$ cat config.mk
export PLATFORM = sky130hd
export DESIGN_NAME = octal_escape_unescaper
export DESIGN_NICKNAME = d
export VERILOG_FILES = /design/src/rtl/core/oeu_pkg.sv /design/src/rtl/core/oeu_front.sv /design/src/rtl/core/oeu_queue.sv /design/src/rtl/core/oeu_back.sv /design/src/rtl/core/octal_escape_unescaper.sv
export SDC_FILE = /design/constraint.sdc
export NUM_CORES = 1
export LEC_CHECK = 0
export BUFFER_PORTS_ARGS = -buffer_cell sky130_fd_sc_hd__buf_2
export CAP_MARGIN = 20
export CORE_MARGIN = 4
export CORE_UTILIZATION = 60
export CTS_CLUSTER_SIZE = 40
export DETAILED_ROUTE_END_ITERATION = 8
export PLACE_DENSITY_LB_ADDON = 0.25
export SYNTH_ARGS = -nofsm -noshare
export SYNTH_HDL_FRONTEND = slang
export SYNTH_SLANG_ARGS = --single-unit
$ cat constraint.sdc
create_clock -name clk -period 8.3 [get_ports clk]
set_clock_uncertainty 0.2 [all_clocks]
set_input_delay 0.83 -clock clk [delete_from_list [all_inputs] [get_ports clk]]
set_output_delay 0.83 -clock clk [all_outputs]
set_load 0.03 [all_outputs]
$ cat src/rtl/core/oeu_pkg.sv
// Shared types and constants for the octal escape unescaper.
`timescale 1ns / 1ps
package oeu_pkg;

  localparam int LENGTH_BITS_DEF = 16;
  localparam int LEN_W           = 16;
  localparam int QUEUE_DEPTH     = 2;

  localparam logic [7:0] BSLASH = 8'h5C;
  localparam logic [7:0] DIGIT0 = 8'h30;
  localparam logic [7:0] DIGIT3 = 8'h33;
  localparam logic [7:0] DIGIT7 = 8'h37;
  localparam logic [7:0] END_MARK = 8'h00;

  typedef enum logic [1:0] {
    PH_IDLE = 2'd0,
    PH_ESC  = 2'd1,
    PH_DIG1 = 2'd2,
    PH_DIG2 = 2'd3
  } phase_t;

  // One queued job: up to three data bytes, then an optional end record.
  typedef struct packed {
    logic [1:0]            n_data;
    logic                  has_end;
    logic [2:0][7:0]       bytes;
    logic [LEN_W-1:0]      length;
  } job_t;

endpackage

$ cat src/rtl/core/oeu_front.sv
// Front end: escape state machine that turns each accepted byte into at most one job.
`timescale 1ns / 1ps
module oeu_front #(
  parameter int LENGTH_BITS = oeu_pkg::LENGTH_BITS_DEF
) (
  input  logic              clk,
  input  logic              rst,
  input  logic              take,
  input  logic [7:0]        text_byte,
  output logic              job_push,
  output oeu_pkg::job_t     job
);

  oeu_pkg::phase_t        phase, phase_next;
  logic [1:0]             held1, held1_next;
  logic [2:0]             held2, held2_next;
  logic [LENGTH_BITS-1:0] count, count_next;

  logic                   plain;
  logic [1:0]             nd;
  logic [2:0][7:0]        bytes;
  logic                   has_end;
  logic                   is_oct;
  logic                   is_low;
  logic [LENGTH_BITS:0]   sum;
  logic [LENGTH_BITS-1:0] count_sat;
  logic [LENGTH_BITS+oeu_pkg::LEN_W-1:0] count_ext;

  assign is_oct = (text_byte >= oeu_pkg::DIGIT0) && (text_byte <= oeu_pkg::DIGIT7);
  assign is_low = (text_byte >= oeu_pkg::DIGIT0) && (text_byte <= oeu_pkg::DIGIT3);

  always_comb begin
    phase_next = phase;
    held1_next = held1;
    held2_next = held2;
    plain      = 1'b0;
    nd         = 2'd0;
    bytes      = '0;
    has_end    = 1'b0;
    unique case (phase)
      oeu_pkg::PH_IDLE: begin
        plain = 1'b1;
      end
      oeu_pkg::PH_ESC: begin
        if (text_byte == oeu_pkg::BSLASH) begin
          bytes[0]   = oeu_pkg::BSLASH;
          nd         = 2'd1;
          phase_next = oeu_pkg::PH_IDLE;
        end else if (is_low) begin
          held1_next = text_byte[1:0];
          phase_next = oeu_pkg::PH_DIG1;
        end else begin
          phase_next = oeu_pkg::PH_IDLE;
          plain      = 1'b1;
        end
      end
      oeu_pkg::PH_DIG1: begin
        if (is_oct) begin
          held2_next = text_byte[2:0];
          phase_next = oeu_pkg::PH_DIG2;
        end else begin
          bytes[0]   = {6'b001100, held1};
          nd         = 2'd1;
          phase_next = oeu_pkg::PH_IDLE;
          plain      = 1'b1;
        end
      end
      oeu_pkg::PH_DIG2: begin
        if (is_oct) begin
          bytes[0] = {held1, held2, text_byte[2:0]};
          nd       = 2'd1;
        end else begin
          bytes[0] = {6'b001100, held1};
          bytes[1] = {5'b00110, held2};
          nd       = 2'd2;
          plain    = 1'b1;
        end
        phase_next = oeu_pkg::PH_IDLE;
      end
      default: begin
        phase_next = oeu_pkg::PH_IDLE;
      end
    endcase

    if (plain) begin
      if (text_byte == oeu_pkg::END_MARK) begin
        has_end    = 1'b1;
        phase_next = oeu_pkg::PH_IDLE;
        held1_next = '0;
        held2_next = '0;
      end else if (text_byte == oeu_pkg::BSLASH) begin
        phase_next = oeu_pkg::PH_ESC;
      end else begin
        bytes[nd] = text_byte;
        nd        = nd + 2'd1;
      end
    end
  end

  // Saturating count: adding at most three to a value at or below the
  // maximum overflows exactly when the carry is set.
  assign sum       = {1'b0, count} + {{(LENGTH_BITS-1){1'b0}}, nd};
  assign count_sat = sum[LENGTH_BITS] ? {LENGTH_BITS{1'b1}} : sum[LENGTH_BITS-1:0];
  assign count_ext = {{oeu_pkg::LEN_W{1'b0}}, count_sat};
  assign count_next = has_end ? '0 : count_sat;

  assign job_push     = take && ((nd != 2'd0) || has_end);
  assign job.n_data   = nd;
  assign job.has_end  = has_end;
  assign job.bytes    = bytes;
  assign job.length   = count_ext[oeu_pkg::LEN_W-1:0];

  always_ff @(posedge clk) begin
    if (rst) begin
      phase <= oeu_pkg::PH_IDLE;
      held1 <= '0;
      held2 <= '0;
      count <= '0;
    end else if (take) begin
      phase <= phase_next;
      held1 <= held1_next;
      held2 <= held2_next;
      count <= count_next;
    end
  end

endmodule

$ cat src/rtl/core/oeu_queue.sv
// Short job queue between front end and back end.
`timescale 1ns / 1ps
module oeu_queue (
  input  logic          clk,
  input  logic          rst,
  input  logic          push,
  input  oeu_pkg::job_t push_job,
  output logic          full,
  input  logic          pop,
  output logic          valid,
  output oeu_pkg::job_t head
);

  localparam int D  = oeu_pkg::QUEUE_DEPTH;
  localparam int PW = (D > 1) ? $clog2(D) : 1;
  localparam int CW = $clog2(D + 1);

  oeu_pkg::job_t entries [D];
  logic [PW-1:0] wr_ptr, rd_ptr;
  logic [CW-1:0] count;

  function automatic logic [PW-1:0] bump(input logic [PW-1:0] p);
    if (p == PW'(D - 1)) begin
      return '0;
    end
    return p + PW'(1);
  endfunction

  assign full  = (count == CW'(D));
  assign valid = (count != '0);
  assign head  = entries[rd_ptr];

  always_ff @(posedge clk) begin
    if (push) begin
      entries[wr_ptr] <= push_job;
    end
  end

  always_ff @(posedge clk) begin
    if (rst) begin
      wr_ptr <= '0;
      rd_ptr <= '0;
      count  <= '0;
    end else begin
      if (push) begin
        wr_ptr <= bump(wr_ptr);
      end
      if (pop) begin
        rd_ptr <= bump(rd_ptr);
      end
      if (push && !pop) begin
        count <= count + CW'(1);
      end else if (pop && !push) begin
        count <= count - CW'(1);
      end
    end
  end

endmodule

$ cat src/rtl/core/oeu_back.sv
// Back end: expands each job into results, one per cycle unless stalled, into the output register.
`timescale 1ns / 1ps
module oeu_back (
  input  logic                     clk,
  input  logic                     rst,
  input  logic                     job_valid,
  input  oeu_pkg::job_t            job,
  output logic                     job_pop,
  input  logic                     pop,
  output logic                     empty,
  output logic [7:0]               data_byte,
  output logic                     is_data,
  output logic                     run_last,
  output logic [oeu_pkg::LEN_W-1:0] decoded_length
);

  logic [1:0] sel;
  logic       out_valid;
  logic       load;
  logic       cur_data;
  logic       cur_last;
  logic [2:0] total;
  logic [7:0] cur_byte;

  assign total    = {1'b0, job.n_data} + {2'b00, job.has_end};
  assign cur_data = (sel < job.n_data);
  assign cur_last = (({1'b0, sel} + 3'd1) == total);

  always_comb begin
    case (sel)
      2'd0:    cur_byte = job.bytes[0];
      2'd1:    cur_byte = job.bytes[1];
      2'd2:    cur_byte = job.bytes[2];
      default: cur_byte = '0;
    endcase
  end

  assign load    = job_valid && (!out_valid || pop);
  assign job_pop = load && cur_last;
  assign empty   = !out_valid;

  always_ff @(posedge clk) begin
    if (rst) begin
      out_valid <= 1'b0;
      sel       <= '0;
    end else begin
      if (load) begin
        out_valid <= 1'b1;
        sel       <= cur_last ? 2'd0 : sel + 2'd1;
      end else if (pop) begin
        out_valid <= 1'b0;
      end
    end
  end

  always_ff @(posedge clk) begin
    if (load) begin
      data_byte      <= cur_data ? cur_byte : 8'h00;
      is_data        <= cur_data;
      run_last       <= cur_last;
      decoded_length <= cur_data ? '0 : job.length;
    end
  end

endmodule

$ cat src/rtl/core/octal_escape_unescaper.sv
// Top level of the backslash octal escape unescaper.
// The results of a byte reach the output ports through the job queue write and then
// the output register load.
// Throughput: one byte per cycle while the queue is not full; a byte yields at most
// three results, which leave the single output register one at a time.
// Reset (rst, synchronous): escape phase, held digits, length count, the job
// queue and the output valid flag clear; full and empty settle to low and high.
`timescale 1ns / 1ps
module octal_escape_unescaper #(
  parameter int LENGTH_BITS = oeu_pkg::LENGTH_BITS_DEF
) (
  input  logic                      clk,
  input  logic                      rst,
  input  logic                      push,
  output logic                      full,
  input  logic [7:0]                text_byte,
  output logic                      empty,
  input  logic                      pop,
  output logic [7:0]                data_byte,
  output logic                      is_data,
  output logic                      run_last,
  output logic [oeu_pkg::LEN_W-1:0] decoded_length
);

  // Input transfer: the front end advances its escape state on every accepted byte.
  logic          take;
  logic          job_push;
  oeu_pkg::job_t job_in;

  // Queue head toward the back end.
  logic          job_valid;
  logic          job_pop;
  oeu_pkg::job_t job_head;

  assign take = push && !full;

  // Classify each byte and pack its results into one job.
  oeu_front #(
    .LENGTH_BITS(LENGTH_BITS)
  ) u_front (
    .clk       (clk),
    .rst       (rst),
    .take      (take),
    .text_byte (text_byte),
    .job_push  (job_push),
    .job       (job_in)
  );

  // Hold jobs so a stalled consumer does not stop the front at once.
  // Bytes that yield nothing (an opening backslash, a held digit) push no job.
  oeu_queue u_queue (
    .clk      (clk),
    .rst      (rst),
    .push     (job_push),
    .push_job (job_in),
    .full     (full),
    .pop      (job_pop),
    .valid    (job_valid),
    .head     (job_head)
  );

  // Drain each job one result per cycle while pop allows; the last one carries run_last.
  oeu_back u_back (
    .clk            (clk),
    .rst            (rst),
    .job_valid      (job_valid),
    .job            (job_head),
    .job_pop        (job_pop),
    .pop            (pop),
    .empty          (empty),
    .data_byte      (data_byte),
    .is_data        (is_data),
    .run_last       (run_last),
    .decoded_length (decoded_length)
  );

endmodule

# After elaboration in Yosys (flattened, before gate mapping)
# Memory sizes are Yosys's and may differ from the RTL's. A register that Yosys moved wholly into a read port is not among the register bits.
# Index checks and enable logic that the tools add are counted.
# word_totals
mem_bits_rw	86
reg_bits	56
mem_count	1
in_bits	12
# mem_list
name	words	width	rd	rd_ports_with_merged_regs	wr	line_no	source
u_queue.entries	2	43	1	1	1	oeu_queue.sv:18	oeu_pkg::job_t entries [D];
# classes
magnitude_cmp	6
n_mux	63
n_reduce_logical	23
n_addsub	9
eq_ne	8
# op_table
op	count
$mux W24	3
$pmux W8 S3	2
$mux W2	18
$mux W16	2
$bwmux W24	1
$mux W1	23
$mux W6	3
$add A16 B2 Y17	1
$demux W8 S2	1
$le A8 B6 Y1 const B	2
$mux W8	2
$mux W3	4
$pmux W2 S3	2
$logic_and A1 B1 Y1	9
$eq A2 B2 Y1 const B	4
$eq A8 B7 Y1 const B	1
$ge A8 B6 Y1 const B	1
$logic_not A8 Y1	1
$reduce_bool A2 Y1	4
$mux W7	1
$add A2 B1 Y2 const B	3
$eq A2 B1 Y1 const B	2
$logic_not A1 Y1	4
$logic_not A2 Y1	2
other kinds (11)	13

# Logic depth before layout (Yosys ltp)
# logic_depth
word_depth	15
ltp_mapped	16
depth_no_buf	15

# Modules after synthesis
# A second synthesis with hierarchy kept.
# unflattened
cells_unflattened	518
area_unflattened_um2	6656.4
# by_module_without_submodules
module	seq_area_each_um2	cells_each	area_per_inst_um2	n_inst
oeu_queue	2682.6	156	3311.9	1
oeu_front	460.4	264	1980.6	1
oeu_back	840.8	97	1350.0	1
octal_escape_unescaper	0.0	1	13.8	1

# Worst setup path after synthesis
# No wires, ideal clock.
# synth_path
path_type	input -> register
startpoint	input text_byte[6]
endpoint	memory u_queue.entries[0][0] (netlist bit) (enable)
setup_slack_ns	0.963
arrival_ns	6.587
path_buffers	1
setup_time_ns	0.551
cell_stages	11
required_time_ns	7.549
path_cell_list	or3_1 > buf_6 > or2_4 > nor2_8 > nor2_2 > o21a_4 > ha_1 > nand2_1 > nor2_1 > o211a_1 > nor4_1
# synth_between
elab_chain_len	13
word_cells_on_any_way	26
classes_between	1 x add/sub; 3 x order compare; 1 x eq/ne; 15 x mux; 6 x reduce/logical
# synth_lines
element	line_no	source
from (decl)	octal_escape_unescaper.sv:16	input logic [7:0] text_byte,
$ge A8 B6 Y1 / $le A8 B6 Y1 (equally long branches)	oeu_front.sv:29, oeu_front.sv:30	
$logic_and A1 B1 Y1	oeu_front.sv:29	assign is_oct = (text_byte >= oeu_pkg::DIGIT0) && (text_byte <= oeu_pkg::DIGIT7);
$mux W2 / $mux W1 (equally long branches)	oeu_front.sv:69, oeu_front.sv:58	
$pmux W2 S3	oeu_front.sv:40	unique case (phase)
$add A2 B1 Y2	oeu_front.sv:95	nd = nd + 2'd1;
$mux W2	oeu_front.sv:91	end else if (text_byte == oeu_pkg::BSLASH) begin
$mux W2	oeu_front.sv:86	if (text_byte == oeu_pkg::END_MARK) begin
$mux W2	oeu_front.sv:85	if (plain) begin
$reduce_bool A2 Y1	oeu_front.sv:107	assign job_push = take && ((nd != 2'd0) || has_end);
$logic_or A1 B1 Y1 (*)	oeu_front.sv:107	
$logic_and A1 B1 Y1 (*)	oeu_front.sv:107	
$mux W1 (*)	oeu_queue.sv:34	if (push) begin
$mux W1 (implied by the code) (*)	oeu_queue.sv:35	entries[wr_ptr] <= push_job;
to (decl)	oeu_queue.sv:18	
# Every way passes the cells marked *; elsewhere a longest branch is shown, timed or not.

==> results by group <==
GRT
  • Total gr overflow: 0
  • Vias in the first global route: 4063
  • Antenna violations before repair: 0
  • First-pass GRT wire length: 22.0 mm
  • Largest net degree at the start of global routing: 44
  • GRT Total Usage: 23.0%

Place
  • Pre-CTS setup slack: 3.15 ns
  • Port bufs: 39
  • Placed cell count: 666
  • GPL Wtd Cong: 0.900
  • Final HPWL DP: 9.01 mm

Floorplanning
  • Initial Utilization: 61.7%
  • Die Span X: 111 microns
  • Die area: 12400 sq um
  • Top Ports: 40
  • Core Rows: 37
  • Die H: 111 microns
  • Core box area: 10400 sq um

CTS
  • Clock Tree Buf Depth: 2
  • TritonCTS buffer count: 17
  • Post-CTS Setup Bufs: 0
  • CTS hold repair buffers: 0
  • Clock transition at the registers of the reported paths: 0.07 ns
  • CTS tree: built
  • Sink Count: 143
  • H-tree levels: 4
  • CTS root buf: clkbuf_8
  • Clock latency on the worst-skew pair: 0.52 ns
  • CTS resizes: 0

Yosys
  • Ys flop type: edfxtp_1
  • Yosys Warn Count: 0
  • Seq/Total Area, Yosys: 62.3%
  • Flops & latches, synth: 143
  • Yosys top cell by area: edfxtp_1
  • Post-synthesis cell area: 6390 sq um
  • Top area cells in the synthesized netlist: edfxtp_1, dfxtp_1, mux2i_1, nand2_1, nor2_1
  • Synth top cells by count: edfxtp_1, nand2_1, nor2_1
  • Syn Area/Cell: 12.4 sq um
  • Mapped Cells: 514
  • Post-synthesis cell type count: 59
  • Post-synth top area share: 52.6%
  • Fraction of registers with async set/reset: 0%
  • Most common cell in the netlist: edfxtp_1
  • Syn nets: 540
  • Post-synth EDFFs: 112

Critical path
  • WS Path Type: primary input to flip-flop
  • Worst EP arrival: 4.93 ns
  • Reg2Reg Setup Slack: 3.93 ns
  • Worst-path fanout max: 21
  • Worst reg-to-reg path cell count: 11
  • Worst Path Required: 8.55 ns
  • Worst setup SP type: primary input
  • Worst Setup End Kind: flip-flop

Layout
  • Final Util: 70.3%
  • Synth-to-Final Area Change: 14.1%
  • Fillers: 716
  • Final nets: 578
  • Share of post-route cells with drive strength above 1: 17.5%
  • Antenna fix cells: 0
  • Final non-filler cell total: 701

Routing
  • Avg WL per Cell: 19.7 microns
  • Antenna Nets Post-Route: 0
  • TritonRoute pass-1 iters: 5
  • Drt via density: 6.12
  • Routed via count: 4290
  • # DRC: 0
  • Initial drt markers: 449
  • Routed WL: 13.8 mm

STA
  • Slew @ Worst Pin: 0.678 ns
  • Fin crit period: 4.69 ns
  • Worst setup margin: 3.61 ns
  • Final period util: 56.5%
  • Final setup fails: 0
  • Pins over their slew limit: 0
  • Max Clock Freq: 213 MHz
  • Hold_ws: 0.294 ns
  • RSZ-0062 raised after global routing: no
  • Max_slew headroom: 54.3%
  • Final Hold Violating Endpoints: 0
  • Setup TNS Final: 0 ns

Run
  • Max-Cap Viols: 0

Outcome
  • Status: finished, final reports clean

Worst hold path
  • Hold Crit Class: flip-flop to flip-flop
  • Hold-critical path depth: 2

Pwr
  • P per Cell Area: 317 nW/um^2
  • Pleak: 2.74 nW
  • VDD IR-drop max: 0.189 mV
per-stage QoR:
step | area [sq um] | power [mW]
after detailed placement | 6680 | 1.60
after CTS | 7240 | 2.31
after global placement | 6680 | 1.57
final | 7290 | 2.31
after global routing | 7290 | 2.42
after floorplan | 6390 | 1.43
flip-flops by register name, summed over array words and instances (netlist names), named ones only:
signal and cells:
u_back.data_byte 8, u_back.decoded_length 16, u_back.is_data 1, u_back.out_valid 1, u_back.run_last 1, u_back.sel 2
u_front.count 16, u_front.held1 2, u_front.held2 3, u_front.phase 2, u_queue.count 2, u_queue.entries 86
u_queue.rd_ptr 1, u_queue.wr_ptr 1
worst max-delay path, cell delays in order:
cell	delay, ns
buf_2	0.15
nor4_1	0.54
and2_4	0.28
and3_4	0.21
nor2_2	0.05
o21a_4	0.13
ha_1	0.28
mux2i_1	0.36
fa_1	0.35
nand3_1	0.15
nor3_1	0.55
nand2_1	0.55
and3_1	0.34
nor3_1	0.15
cells in the final DEF (no fill, tap or decap), drive strengths merged, types with 2 or more instances in the layout:
| cell | n |
|---|---|
| xor2 | 10 |
| nand3 | 10 |
| inv | 25 |
| clkbuf | 18 |
| a21oi | 15 |
| or3 | 4 |
| o22ai | 2 |
| nor2b | 9 |
| a221o | 2 |
| edfxtp | 112 |
| nand2 | 46 |
| buf | 44 |
| mux2i | 26 |
| and3 | 14 |
| mux2 | 4 |
| xnor2 | 6 |
| a222oi | 16 |
| o21a | 2 |
| nor2 | 50 |
| o21ai | 23 |
| a32oi | 2 |
| a22oi | 4 |
| nand2b | 8 |
| a21o | 2 |
| ha | 13 |
| a22o | 8 |
| clkinvlp | 2 |
| and2 | 9 |
| a211oi | 12 |
| a31oi | 4 |
| clkinv | 4 |
| nor4 | 4 |
| and4 | 3 |
| dfxtp | 31 |
| nor3 | 12 |
kinds of logic (layout without fill, tap and decap cells):
logic type               Yosys count  after routing  synth area share [%]
multiplexers                      30             30                  4.83
XOR/XNOR                          16             16                  2.19
AO/OA/AOI/OAI                     96             96                  11.0
adder cells (fa/ha/maj)           14             14                  2.86
flip-flops                       143            143                  62.3
buffers and inverters             42             93                  2.70
AND/OR/NAND/NOR                  173            173                  14.1
path summary, 6_finish.rpt:
check / start / endpoint
setup / recovery: text_byte[1] / u_front.count[13]$_SDFFE_PP0P_
hold / removal: u_back.out_valid$_SDFFE_PP0P_ / u_back.out_valid$_SDFFE_PP0P_
setup reg to reg: u_front.phase[1]$_SDFFE_PP0P_ / u_front.count[13]$_SDFFE_PP0P_
hold reg to reg: u_back.out_valid$_SDFFE_PP0P_ / u_back.out_valid$_SDFFE_PP0P_
layer usage:
metal	wire, microns	GRT usage, %	vias up	part of all wire (%)
met5	0	0	-	0
met4	150	7.14	0	1.1
met3	1030	4.97	12	7.5
met2	6710	35.5	174	49
met1	5890	33.0	2099	43
li1	-	-	2005	-
report_power, final:
part	switching (mW)	total, mW	internal, mW	leakage (nW)
logic	0.411	0.606	0.195	1.15
clock network	0.326	0.709	0.383	0.271
registers	0.0471	0.996	0.949	1.32
final cells by class:
type | instances | area (sq um) | share of cell area, %
clock buffer | 17 | 414 | 5.68
timing repair buffer | 45 | 273 | 3.74
clock inverter | 15 | 143 | 1.96
tap | 136 | 170 | 2.33
inverter | 16 | 65.1 | 0.892
sequential | 143 | 3980 | 54.6
multi-input combinational | 329 | 2250 | 30.8
Note: power is estimated with default switching activity, not from simulation.
